**src/hw/rtl/drt_pkg.sv**
```systemverilog
// ============================================================================
// drt_pkg: shared types and constants for the distance-vector route table
// Item and result codes, table entry layout, sequencer states.
// ============================================================================
`default_nettype none

package drt_pkg;

  localparam int ADDR_W  = 32;
  localparam int COST_W  = 5;
  localparam int HOP_W   = 4;
  localparam int TTL_W   = 16;
  localparam int CFG_W   = 16;

  // Configuration register indexes
  localparam logic CFG_COST_LIMIT = 1'b0;
  localparam logic CFG_MAX_TTL    = 1'b1;

  // Item kinds
  typedef enum logic [1:0] {
    FUNC_ADV    = 2'd0,
    FUNC_TICK   = 2'd1,
    FUNC_LOOKUP = 2'd2,
    FUNC_DOWN   = 2'd3
  } func_t;

  // Result codes
  typedef enum logic [2:0] {
    STS_DONE     = 3'd0,
    STS_UPDATED  = 3'd1,
    STS_INSERTED = 3'd2,
    STS_KEPT     = 3'd3,
    STS_FULL     = 3'd4,
    STS_NOTFOUND = 3'd5,
    STS_FOUND    = 3'd6
  } status_t;

  // Sequencer states
  typedef enum logic {
    S_IDLE = 1'b0,
    S_SCAN = 1'b1
  } state_t;

  // One table entry as stored in the route RAM
  typedef struct packed {
    logic [ADDR_W-1:0] addr;
    logic [COST_W-1:0] cost;
    logic [HOP_W-1:0]  nexthop;
    logic [TTL_W-1:0]  ttl;
  } entry_t;

  localparam int ENTRY_W = $bits(entry_t);

endpackage

`default_nettype wire

```
**src/hw/rtl/drt_ram.sv**
```systemverilog
// ============================================================================
// drt_ram: generic simple dual-port RAM
// One write port, one read port, read data registered.
// ============================================================================
`default_nettype none

module drt_ram #(
  parameter int WIDTH = 8,
  parameter int DEPTH = 64
) (
  input  wire logic                     clk,
  input  wire logic                     wr_en,
  input  wire logic [$clog2(DEPTH)-1:0] wr_addr,
  input  wire logic [WIDTH-1:0]         wr_data,
  input  wire logic                     rd_en,
  input  wire logic [$clog2(DEPTH)-1:0] rd_addr,
  output logic      [WIDTH-1:0]         rd_data
);

  logic [WIDTH-1:0] mem [DEPTH];

  always_ff @(posedge clk) begin
    if (wr_en) begin
      mem[wr_addr] <= wr_data;
    end
    if (rd_en) begin
      rd_data <= mem[rd_addr];
    end
  end

endmodule

`default_nettype wire

```
**src/hw/rtl/distance_vector_route_table_top.sv**
```systemverilog
// ============================================================================
// distance_vector_route_table_top: distance-vector route table
// Routes keyed by 32-bit address; advertise, tick, lookup, interface down.
// ============================================================================
//
//  channel   ports                                         handshake
//  --------  --------------------------------------------  ---------------------
//  request   in_func, in_dest_address, in_adv_cost,        start & !busy
//            in_iface
//  result    out_status, out_route_nexthop, out_route_cost out_valid, 1 cycle
//  config    cfg_index, cfg_data                           cfg_valid & cfg_ready
//
//  Sweep: one shared sweep walks the filled part of the route RAM, one entry
//  per cycle through its single read port; the read data is registered. busy
//  stays high while the sweep runs, also on an empty table; a lookup or
//  advertisement that hits its route ends the sweep at that slot.
//  The result strobe goes high in the same cycle that busy falls. An
//  advertisement on an interface out of range never raises busy; its strobe
//  is in the cycle right after the accepting edge.
//  Reset: synchronous, active low; the table starts empty (fill count zero),
//  no clearing pass. The result strobe cannot be stalled by the receiver.
//
`default_nettype none

module distance_vector_route_table_top
  import drt_pkg::*;
#(
  parameter int TABLE_DEPTH    = 64,
  parameter int NUM_INTERFACES = 16
) (
  input  wire logic              clk,
  input  wire logic              rst_n,
  // request channel
  input  wire logic              start,
  output logic                   busy,
  input  wire logic [1:0]        in_func,
  input  wire logic [ADDR_W-1:0] in_dest_address,
  input  wire logic [COST_W-1:0] in_adv_cost,
  input  wire logic [HOP_W-1:0]  in_iface,
  // result channel
  output logic                   out_valid,
  output logic [2:0]             out_status,
  output logic [HOP_W-1:0]       out_route_nexthop,
  output logic [COST_W-1:0]      out_route_cost,
  // configuration channel
  input  wire logic              cfg_valid,
  output logic                   cfg_ready,
  input  wire logic              cfg_index,
  input  wire logic [CFG_W-1:0]  cfg_data
);

  localparam int AW = $clog2(TABLE_DEPTH);       // RAM address bits
  localparam int CW = $clog2(TABLE_DEPTH + 1);   // counts 0..TABLE_DEPTH
  localparam logic [CW-1:0]      DEPTH_C = CW'(TABLE_DEPTH);
  localparam logic [HOP_W:0]     NUM_IF_C = (HOP_W+1)'(NUM_INTERFACES);
  localparam logic [COST_W-1:0]  COST_MAX = '1;

  // --------------------------------------------------------------------------
  // Registers
  // --------------------------------------------------------------------------
  state_t            state_r,      state_nxt;
  func_t             func_r,       func_nxt;
  logic [ADDR_W-1:0] addr_r,       addr_nxt;
  logic [HOP_W-1:0]  iface_r,      iface_nxt;
  logic [COST_W-1:0] nc_r,         nc_nxt;      // advertised cost + 1 hop
  logic [COST_W-1:0] inf_r,        inf_nxt;     // unreachable cost
  logic [CW-1:0]     scan_idx_r,   scan_idx_nxt;
  logic              pend_r,       pend_nxt;    // read data arrives this cycle
  logic [AW-1:0]     pend_idx_r,   pend_idx_nxt;
  logic [CW-1:0]     fill_r,       fill_nxt;    // routes occupy slots 0..fill-1
  logic [COST_W-1:0] cost_limit_r, cost_limit_nxt;
  logic [TTL_W-1:0]  max_ttl_r,    max_ttl_nxt;
  logic              out_valid_r,  out_valid_nxt;
  status_t           out_sts_r,    out_sts_nxt;
  logic [HOP_W-1:0]  out_hop_r,    out_hop_nxt;
  logic [COST_W-1:0] out_cost_r,   out_cost_nxt;

  // RAM side
  logic              rd_en;
  logic [AW-1:0]     rd_addr;
  logic [ENTRY_W-1:0] rd_data;
  logic              wr_en;
  logic [AW-1:0]     wr_addr;
  entry_t            wr_ent;
  entry_t            ent;

  // Accept-time arithmetic
  logic [COST_W:0]   inf_sum;
  logic [COST_W-1:0] inf_now;
  logic [COST_W:0]   nc_sum;
  logic [COST_W-1:0] nc_now;
  logic              accept;

  // Sweep datapath
  logic              hit;
  logic [TTL_W-1:0]  ttl_dec;

  drt_ram #(
    .WIDTH (ENTRY_W),
    .DEPTH (TABLE_DEPTH)
  ) u_ram (
    .clk     (clk),
    .wr_en   (wr_en),
    .wr_addr (wr_addr),
    .wr_data (wr_ent),
    .rd_en   (rd_en),
    .rd_addr (rd_addr),
    .rd_data (rd_data)
  );

  assign ent       = entry_t'(rd_data);
  assign busy      = (state_r != S_IDLE);
  assign cfg_ready = 1'b1;
  assign accept    = start && !busy;

  assign out_valid         = out_valid_r;
  assign out_status        = out_sts_r;
  assign out_route_nexthop = out_hop_r;
  assign out_route_cost    = out_cost_r;

  // Unreachable = cost limit + 1, clamped to the cost field's top value
  assign inf_sum = {1'b0, cost_limit_r} + (COST_W+1)'(1);
  assign inf_now = inf_sum[COST_W] ? COST_MAX : inf_sum[COST_W-1:0];
  // One hop added, saturated at unreachable
  assign nc_sum  = {1'b0, in_adv_cost} + (COST_W+1)'(1);
  assign nc_now  = (nc_sum > {1'b0, inf_now}) ? inf_now : nc_sum[COST_W-1:0];

  // Aging: saturating decrement
  assign ttl_dec = (ent.ttl != '0) ? ent.ttl - TTL_W'(1) : '0;
  assign hit     = pend_r && (ent.addr == addr_r) &&
                   ((func_r == FUNC_ADV) || (func_r == FUNC_LOOKUP));

  // --------------------------------------------------------------------------
  // Next state and outputs
  // --------------------------------------------------------------------------
  always_comb begin
    state_nxt      = state_r;
    func_nxt       = func_r;
    addr_nxt       = addr_r;
    iface_nxt      = iface_r;
    nc_nxt         = nc_r;
    inf_nxt        = inf_r;
    scan_idx_nxt   = scan_idx_r;
    pend_nxt       = 1'b0;
    pend_idx_nxt   = pend_idx_r;
    fill_nxt       = fill_r;
    cost_limit_nxt = cost_limit_r;
    max_ttl_nxt    = max_ttl_r;
    out_valid_nxt  = 1'b0;
    out_sts_nxt    = out_sts_r;
    out_hop_nxt    = out_hop_r;
    out_cost_nxt   = out_cost_r;
    rd_en          = 1'b0;
    rd_addr        = scan_idx_r[AW-1:0];
    wr_en          = 1'b0;
    wr_addr        = pend_idx_r;
    wr_ent         = ent;

    if (cfg_valid) begin
      case (cfg_index)
        CFG_COST_LIMIT: cost_limit_nxt = cfg_data[COST_W-1:0];
        CFG_MAX_TTL:    max_ttl_nxt    = cfg_data[TTL_W-1:0];
        default: ;
      endcase
    end

    case (state_r)
      S_IDLE: begin
        if (accept) begin
          func_nxt     = func_t'(in_func);
          addr_nxt     = in_dest_address;
          iface_nxt    = in_iface;
          nc_nxt       = nc_now;
          inf_nxt      = inf_now;
          scan_idx_nxt = '0;
          if ((func_t'(in_func) == FUNC_ADV) && ({1'b0, in_iface} >= NUM_IF_C)) begin
            // bad interface: answer at once, table untouched
            out_valid_nxt = 1'b1;
            out_sts_nxt   = STS_DONE;
            out_hop_nxt   = '0;
            out_cost_nxt  = '0;
          end else begin
            state_nxt = S_SCAN;
          end
        end
      end

      S_SCAN: begin
        // write-back of the entry read last cycle
        if (pend_r) begin
          case (func_r)
            FUNC_TICK: begin
              wr_en       = 1'b1;
              wr_ent.ttl  = ttl_dec;
              if (ttl_dec == '0) begin
                wr_ent.cost = inf_r;
              end
            end
            FUNC_DOWN: begin
              if (ent.nexthop == iface_r) begin
                wr_en       = 1'b1;
                wr_ent.cost = inf_r;
              end
            end
            default: ;
          endcase
        end

        if (hit) begin
          state_nxt     = S_IDLE;
          out_valid_nxt = 1'b1;
          if (func_r == FUNC_LOOKUP) begin
            out_sts_nxt  = STS_FOUND;
            out_hop_nxt  = ent.nexthop;
            out_cost_nxt = ent.cost;
          end else if (ent.cost >= nc_r) begin
            wr_en          = 1'b1;
            wr_ent.cost    = nc_r;
            wr_ent.ttl     = max_ttl_r;
            wr_ent.nexthop = iface_r;
            out_sts_nxt    = STS_UPDATED;
            out_hop_nxt    = iface_r;
            out_cost_nxt   = nc_r;
          end else begin
            out_sts_nxt  = STS_KEPT;
            out_hop_nxt  = ent.nexthop;
            out_cost_nxt = ent.cost;
          end
        end else if (scan_idx_r < fill_r) begin
          rd_en        = 1'b1;
          pend_nxt     = 1'b1;
          pend_idx_nxt = scan_idx_r[AW-1:0];
          scan_idx_nxt = scan_idx_r + CW'(1);
        end else if (!pend_r) begin
          // sweep finished without a hit
          state_nxt     = S_IDLE;
          out_valid_nxt = 1'b1;
          out_sts_nxt   = STS_DONE;
          out_hop_nxt   = '0;
          out_cost_nxt  = '0;
          case (func_r)
            FUNC_ADV: begin
              if (fill_r < DEPTH_C) begin
                wr_en          = 1'b1;
                wr_addr        = fill_r[AW-1:0];
                wr_ent.addr    = addr_r;
                wr_ent.cost    = nc_r;
                wr_ent.nexthop = iface_r;
                wr_ent.ttl     = max_ttl_r;
                fill_nxt       = fill_r + CW'(1);
                out_sts_nxt    = STS_INSERTED;
                out_hop_nxt    = iface_r;
                out_cost_nxt   = nc_r;
              end else begin
                out_sts_nxt = STS_FULL;
              end
            end
            FUNC_LOOKUP: out_sts_nxt = STS_NOTFOUND;
            default: ;
          endcase
        end
      end

      default: state_nxt = S_IDLE;
    endcase
  end

  // --------------------------------------------------------------------------
  // State registers
  // --------------------------------------------------------------------------
  always_ff @(posedge clk) begin
    if (!rst_n) begin
      state_r      <= S_IDLE;
      pend_r       <= 1'b0;
      fill_r       <= '0;
      cost_limit_r <= COST_W'(15);
      max_ttl_r    <= TTL_W'(180);
      out_valid_r  <= 1'b0;
    end else begin
      state_r      <= state_nxt;
      pend_r       <= pend_nxt;
      fill_r       <= fill_nxt;
      cost_limit_r <= cost_limit_nxt;
      max_ttl_r    <= max_ttl_nxt;
      out_valid_r  <= out_valid_nxt;
    end
  end

  // Payload registers
  always_ff @(posedge clk) begin
    func_r     <= func_nxt;
    addr_r     <= addr_nxt;
    iface_r    <= iface_nxt;
    nc_r       <= nc_nxt;
    inf_r      <= inf_nxt;
    scan_idx_r <= scan_idx_nxt;
    pend_idx_r <= pend_idx_nxt;
    out_sts_r  <= out_sts_nxt;
    out_hop_r  <= out_hop_nxt;
    out_cost_r <= out_cost_nxt;
  end

endmodule

`default_nettype wire

```
**config.mk**
```make
export PLATFORM = sky130hd
export DESIGN_NAME = distance_vector_route_table_top
export DESIGN_NICKNAME = d
export VERILOG_FILES = /design/src/hw/rtl/drt_pkg.sv /design/src/hw/rtl/drt_ram.sv /design/src/hw/rtl/distance_vector_route_table_top.sv
export SDC_FILE = /design/constraint.sdc
export NUM_CORES = 2
export LEC_CHECK = 0
export BUFFER_PORTS_ARGS = -buffer_cell sky130_fd_sc_hd__buf_2
export CAP_MARGIN = 20
export CORE_MARGIN = 3
export CORE_UTILIZATION = 50
export DETAILED_ROUTE_END_ITERATION = 10
export PLACE_DENSITY = 0.71
export SLEW_MARGIN = 30
export SYNTH_ARGS = -nofsm -noshare
export SYNTH_HDL_FRONTEND = slang
export SYNTH_HIERARCHICAL = 1
export SYNTH_SLANG_ARGS = --single-unit
```
**constraint.sdc**
```tcl
create_clock -name clk -period 9.45 [get_ports clk]
set_input_delay 2.3625 -clock clk [delete_from_list [all_inputs] [get_ports clk]]
set_output_delay 2.3625 -clock clk [all_outputs]
set_load 0.02 [all_outputs]
```
Word level (Yosys, flattened, before mapping)
Memory sizes are Yosys's and may differ from the RTL's. A register that Yosys moved wholly into a read port is not among the register bits.
Cells that the tools add are included.
{"block": "word_totals", "ramBits": 3648, "memories": 1, "word_cells": 130, "ff_bits": 104, "in_bits": 64, "out_inout_bits": 15}
{"block": "classes", "magnitude_cmp": 4, "reduce_logical": 16, "eq_ne": 10, "bitwise": 5, "n_mux": 73, "addsub": 5}
{"name": "u_ram.mem", "words": 64, "width": 57, "read_ports": 1, "rd_ports_with_merged_regs": 1, "write_ports": 1, "line_no": "drt_ram.sv:20", "source": "logic [WIDTH-1:0] mem [DEPTH];"}
{"op": "$mux 57", "n": 5}
{"op": "$mux 25", "n": 3}
{"op": "$mux 5", "n": 12}
{"op": "$mux 16", "n": 3}
{"op": "$mux 6", "n": 6}
{"op": "$eq 32x32->1", "n": 1}
{"op": "$mux 32", "n": 1}
{"op": "$mux 4", "n": 7}
{"op": "$mux 1", "n": 22}
{"op": "$mux 7", "n": 3}
{"op": "$logic_not 16->1", "n": 1}
{"op": "$reduce_bool 16->1", "n": 1}
{"op": "$sub 16x1->16 const B", "n": 1}
{"op": "$mux 3", "n": 5}
{"op": "$add 7x1->7 const B", "n": 2}
{"op": "$pmux 7 s2", "n": 1}
{"op": "$add 5x1->6 const B", "n": 2}
{"op": "$pmux 5 s2", "n": 1}
{"op": "$reduce_and 3->1", "n": 3}
{"op": "$reduce_and 2->1", "n": 4}
{"op": "$lt 7x7->1", "n": 1}
{"op": "$lt 7x7->1 const B", "n": 1}
{"op": "$gt 6x5->1", "n": 1}
{"op": "$ne 2x2->1 const B", "n": 3}
{"op": "other kinds (14)", "n": 23}

Depth between registers and ports, before layout
{"block": "depth", "word_depth": 12, "mapped_depth": 12, "depth_no_buf": 12}

Cells and area by module
Netlist, hierarchy kept.
{"mod": "drt_ram", "area_per_inst_um2": 139984.3, "seq_area_each_um2": 111256.7, "instances": 1, "cells_per_inst": 5760}
{"mod": "distance_vector_route_table_top", "area_per_inst_um2": 6261.0, "seq_area_each_um2": 2812.7, "instances": 1, "cells_per_inst": 611}

Worst setup path after synthesis
OpenSTA, ideal clock, no wires.
{"block": "synth_timing", "path_type": "reg2reg", "start": "register scan_idx_r[5]", "end": "memory u_ram/mem[32][0] (netlist name), enable pin", "t_arrival_ps": 6679, "stages_incl_launch_ff": 12, "synth_period_minus_slack_ps": 7221, "path_buffers": 2, "setup_ps": 542, "required_ps": 8908, "setup_slack_ps": 2229, "cell_sequence": "edfxtp_1 ha_1 o21a_1 nor2_1 or3_1 nor3_2 clkbuf_1 mux2_2 clkbuf_1 nor2_1 nand4b_1 nor3_1"}
{"block": "synth_between", "elab_cells_between_ends": 9, "cone_classes": "order compare: 1; mux: 8"}
{"element": "start, declared", "line_no": "distance_vector_route_table_top.sv:67", "source": "logic [CW-1:0] scan_idx_r, scan_idx_nxt;"}
{"element": "start signal, assigned", "line_no": "distance_vector_route_table_top.sv:296", "source": "scan_idx_r <= scan_idx_nxt;"}
{"element": "$lt 7x7->1", "line_no": "distance_vector_route_table_top.sv:229", "source": "end else if (scan_idx_r < fill_r) begin"}
{"element": "$mux 6", "line_no": "distance_vector_route_table_top.sv:229"}
{"element": "$mux 6", "line_no": "distance_vector_route_table_top.sv:209", "source": "if (hit) begin"}
{"element": "$mux 6", "line_no": "distance_vector_route_table_top.sv:167", "source": "case (state_r)"}
{"element": "named net wr_addr[3]", "line_no": "distance_vector_route_table_top.sv:83", "source": "logic [AW-1:0] wr_addr;"}
{"element": "end, declared", "line_no": "drt_ram.sv:20"}
The timed path passes the listed nets, and every way through them passes these cells.

Worst setup path in the final report
{"block": "layout_timing", "start": "register addr_r[5]", "end": "memory u_ram/mem[53][56] (netlist name), enable pin"}
{"block": "layout_between", "elab_chain_cells": 7, "elab_cells_between_ends": 9, "cone_classes": "eq/ne: 1; mux: 6; reduce/logical: 2"}
{"element": "start, declared", "line_no": "distance_vector_route_table_top.sv:63", "source": "logic [ADDR_W-1:0] addr_r, addr_nxt;"}
{"element": "start signal, assigned", "line_no": "distance_vector_route_table_top.sv:292", "source": "addr_r <= addr_nxt;"}
{"element": "$eq 32x32->1", "line_no": "distance_vector_route_table_top.sv:130", "source": "assign hit = pend_r && (ent.addr == addr_r) &&"}
{"element": "$logic_and 1x1->1 (2 in a row)", "line_no": "distance_vector_route_table_top.sv:130"}
{"element": "$mux 1", "line_no": "distance_vector_route_table_top.sv:209"}
{"element": "$mux 1", "line_no": "distance_vector_route_table_top.sv:167"}
{"element": "named net wr_en", "line_no": "distance_vector_route_table_top.sv:82", "source": "logic wr_en;"}
{"element": "$mux 1", "line_no": "drt_ram.sv:23", "source": "if (wr_en) begin"}
{"element": "$mux 1 (implied by the code)", "line_no": "drt_ram.sv:24", "source": "mem[wr_addr] <= wr_data;"}
The timed path passes the listed nets, and every way through them passes these cells.

==> run_results.csv <==
group,metric,value,unit
drt,routed_wl,393000,um
placement,globalplace.congestion,0.923,
clock_network,clk_latency,0.92,ns
sta,finalSetupViolations,0,
sta,setup_slack,2.86,ns
floorplanning,core,290000,sq um
floorplanning,die_x,547,um
global_routing,grt_pass1_vias,71100,
clock_network,cts.clk_slew.worst_paths,0.06,ns
placement,placedInstanceArea,153000,sq um
final_layout,layout.area.seq,114000,sq um
clock_network,root_buffer,"clkbuf_16",
yosys,ys_seq_elements,3809,
sta,max_freq,152,MHz
yosys,synth.avg_cell_area,23.0,sq um
placement,place.port_buffers,77,
final_layout,final_nets,6777,
yosys,synth_flop_cell,"edfxtp_1",
placement,pre_cts_ws,3.07,ns
floorplanning,initial_core_util,0.505,
drt,drt-initial-drc-count,12000,
run_status,status,"completed",
yosys,syn_nets,6456,
global_routing,grt_max_degree,142,
sta,min_period,6.59,ns
sta,whs,0.495,ns
clock_network,cts_buffers,362,
power_and_ir_drop,powerDensity,230,nW/um^2
clock_network,htreeDepth,5,
min_path,hold_class,"flop to flop",
worst_setup_path,path_max_fanout,36,
global_routing,grt-ovfl-total,0,
power_and_ir_drop,p_leak,50.7,nW
drt,via_count,71900,
drt,wl_per_cell,36.2,um
sta,rsz0062_at_grt,"false",
power_and_ir_drop,finalPower,0.0379,W
sta,skew,0.0732,ns
drt,vias_per_cell,6.62,
yosys,synth_area_leaders,"edfxtp_1, mux4_2, o22ai_1, mux2_2, mux2i_1",
sta,tightest_slew,1.08,ns
sta,fin_setup_tns,0,ns
worst_setup_path,path_class,"flop to flop",
yosys,async_reset_ff_frac,0,
drt,drtAntennaViolNets,0,
sta,fin_crit_sh,0.697,
floorplanning,io_pins,79,
yosys,ys_seq_area_frac,0.780,
clock_network,cts_hold_buf,0,
sta,hold_viol,0,
final_layout,drive_above_1_share,0.288,
worst_setup_path,cp.required,9.93,ns
power_and_ir_drop,vdd_drop_max,0.162,mV
yosys,ys_types,74,
clock_network,tritoncts,"done",
final_layout,area_growth,12.6,%
sta,timing.slew.headroom,0.278,
flow_run,drv_cap,0,
global_routing,grt_pass1_wl,555000,um
clock_network,post_cts_buffers,0,
global_routing,antenna_found_initial,28,
global_routing,track_usage,0.262,
floorplanning,design.die.area,299000,sq um
drt,dr.pass1.iters,8,
yosys,yosys.area.top_type_share,0.776,
final_layout,n_fill_cell,20300,
drt,drc,0,
placement,hpwlAfterDp,228000,um
worst_setup_path,cp-start-kind,"flop",
worst_setup_path,endpoint_kind,"flop",
yosys,yosys_warnings,6,
sta,maxSlewViolCount,0,
final_layout,fin_area,165000,sq um
yosys,syn_area,146000,sq um
yosys,synth_top_area_cell,"edfxtp_1",
floorplanning,fp.dieH,547,um
worst_setup_path,arrival,7.07,ns
clock_network,cts_sinks,3809,
clock_network,ctsResizeCount,0,
yosys,synth_edf_count,3778,
yosys,syn_inst,6371,
clock_network,cts_buffer_depth,4,
floorplanning,core.rowCount,197,
final_layout,multi_input_area,31300,sq um
path summary, 6_finish.rpt:
check	start	endpoint	slack (ns)	cells after the start
worst min-delay path	max_ttl_r[9]$_SDFFE_PN0P_	max_ttl_r[9]$_SDFFE_PN0P_	0.49	2
worst min register to register	max_ttl_r[9]$_SDFFE_PN0P_	max_ttl_r[9]$_SDFFE_PN0P_	0.49	2
worst max register to register	addr_r[5]$_DFFE_PP_	u_ram/mem[53][56]$_DFFE_PP_	2.86	9
worst max-delay path	addr_r[5]$_DFFE_PP_	u_ram/mem[53][56]$_DFFE_PP_	2.86	9
placed cells by master, fill, tap and decap left out, types with 8 or more instances in the layout:
cell	Yosys	layout
bufinv_16	0	37
inv_1	25	24
o22a_1	21	20
a21boi_0	14	14
nand2b_1	18	16
a21oi_1	57	56
xnor2_1	16	16
nand2_1	155	151
mux2_4	4	12
o21ai_0	44	43
o221ai_1	26	23
nor2b_1	12	10
mux2i_1	94	93
a31oi_1	34	34
clkinvlp_4	0	11
mux4_2	998	998
buf_2	87	77
ha_1	21	21
nor3_1	19	17
clkinv_1	0	85
nand3_1	49	49
buf_12	0	23
buf_4	56	172
and2_1	12	11
nor2_4	0	63
mux2_2	84	76
clkbuf_16	0	368
nand4_1	10	10
o22ai_1	176	172
a211o_1	12	12
clkinv_4	0	8
nor2_1	178	115
clkbuf_1	146	68
buf_16	0	16
xor2_1	38	38
clkinv_2	0	57
buf_6	11	9
edfxtp_1	3778	3778
dfxtp_1	31	31
o2bb2ai_4	0	9
cell usage after synthesis, types with 21 or more instances:
| cell type | count |
|---|---|
| inv_1 | 25 |
| buf_1 | 39 |
| ha_1 | 21 |
| buf_4 | 56 |
| o22a_1 | 21 |
| nor2_1 | 178 |
| o22ai_1 | 176 |
| mux4_2 | 998 |
| clkbuf_1 | 146 |
| a31oi_1 | 34 |
| nand2_1 | 155 |
| nand3_1 | 49 |
| dfxtp_1 | 31 |
| o221ai_1 | 26 |
| mux2i_1 | 94 |
| xor2_1 | 38 |
| mux2_2 | 84 |
| o21ai_0 | 44 |
| edfxtp_1 | 3778 |
| a21oi_1 | 57 |
| buf_2 | 87 |
critical path, stage by stage (launching register included):
cell	delay [ns]
edfxtp_1	0.42
xor2_1	0.18
nor4_1	0.69
nand4_1	0.13
or4_1	0.63
or2_1	0.49
a31oi_1	0.88
nand3_1	0.89
nor2_4	1.02
buf_4	0.74
metrics by stage:
stage,utilization,std cells
floorplan,-,6371
global placement,0.526,10200
detailed placement,0.528,10200
CTS,0.568,10900
global route,0.568,10900
finish,0.568,10900
report_power, final:
part,internal [W],total (W),switching [W],leakage (nW)
Clock,0.00817,0.0143,0.00617,5.65
Combinational,0.00151,0.00440,0.00289,10.8
Sequential,0.0191,0.0191,0.0000756,34.2
cell families (layout without fill, tap and decap cells):
group,Yosys count,in the layout,synth area share
compound gates,437,437,0.0198
xor+xnor,54,54,0.00323
fa+ha+maj,21,21,0.00180
buf+inv,367,975,0.0123
flops,3809,3809,0.780
mux,1180,1180,0.167
other cells,1,5,0.0000256
simple gates,502,502,0.0159
area by class of cell:
class,count,area share
Sequential cell,3809,0.693
Multi-Input combinational cell,2195,0.190
Clock buffer,436,0.0575
Tap cell,3880,0.0295
Timing Repair Buffer,298,0.0164
Clock inverter,215,0.0131
Inverter,26,0.000623
Antenna cell,4,0.0000608
registers in the layout (all words and copies together) (netlist names):
| register | cells |
|---|---|
| u_ram/mem | 3648 |
| u_ram/rd_data | 57 |
| addr_r | 32 |
| max_ttl_r | 16 |
| fill_r | 7 |
| scan_idx_r | 7 |
| pend_idx_r | 6 |
| cost_limit_r | 5 |
| inf_r | 5 |
| nc_r | 5 |
| out_route_cost | 5 |
| iface_r | 4 |
| out_route_nexthop | 4 |
| out_status | 3 |
| func_r | 2 |
| busy | 1 |
| out_valid | 1 |
| pend_r | 1 |
layer usage:
metal,track usage,up-vias,part of all wire
met1,0.366,38200,0.36
met4,0.110,16,0.048
met2,0.398,5130,0.46
met5,0.00301,-,0.00058
met3,0.0659,764,0.13
li1,-,27800,-
No activity file was read; power rests on OpenSTA's default activity.
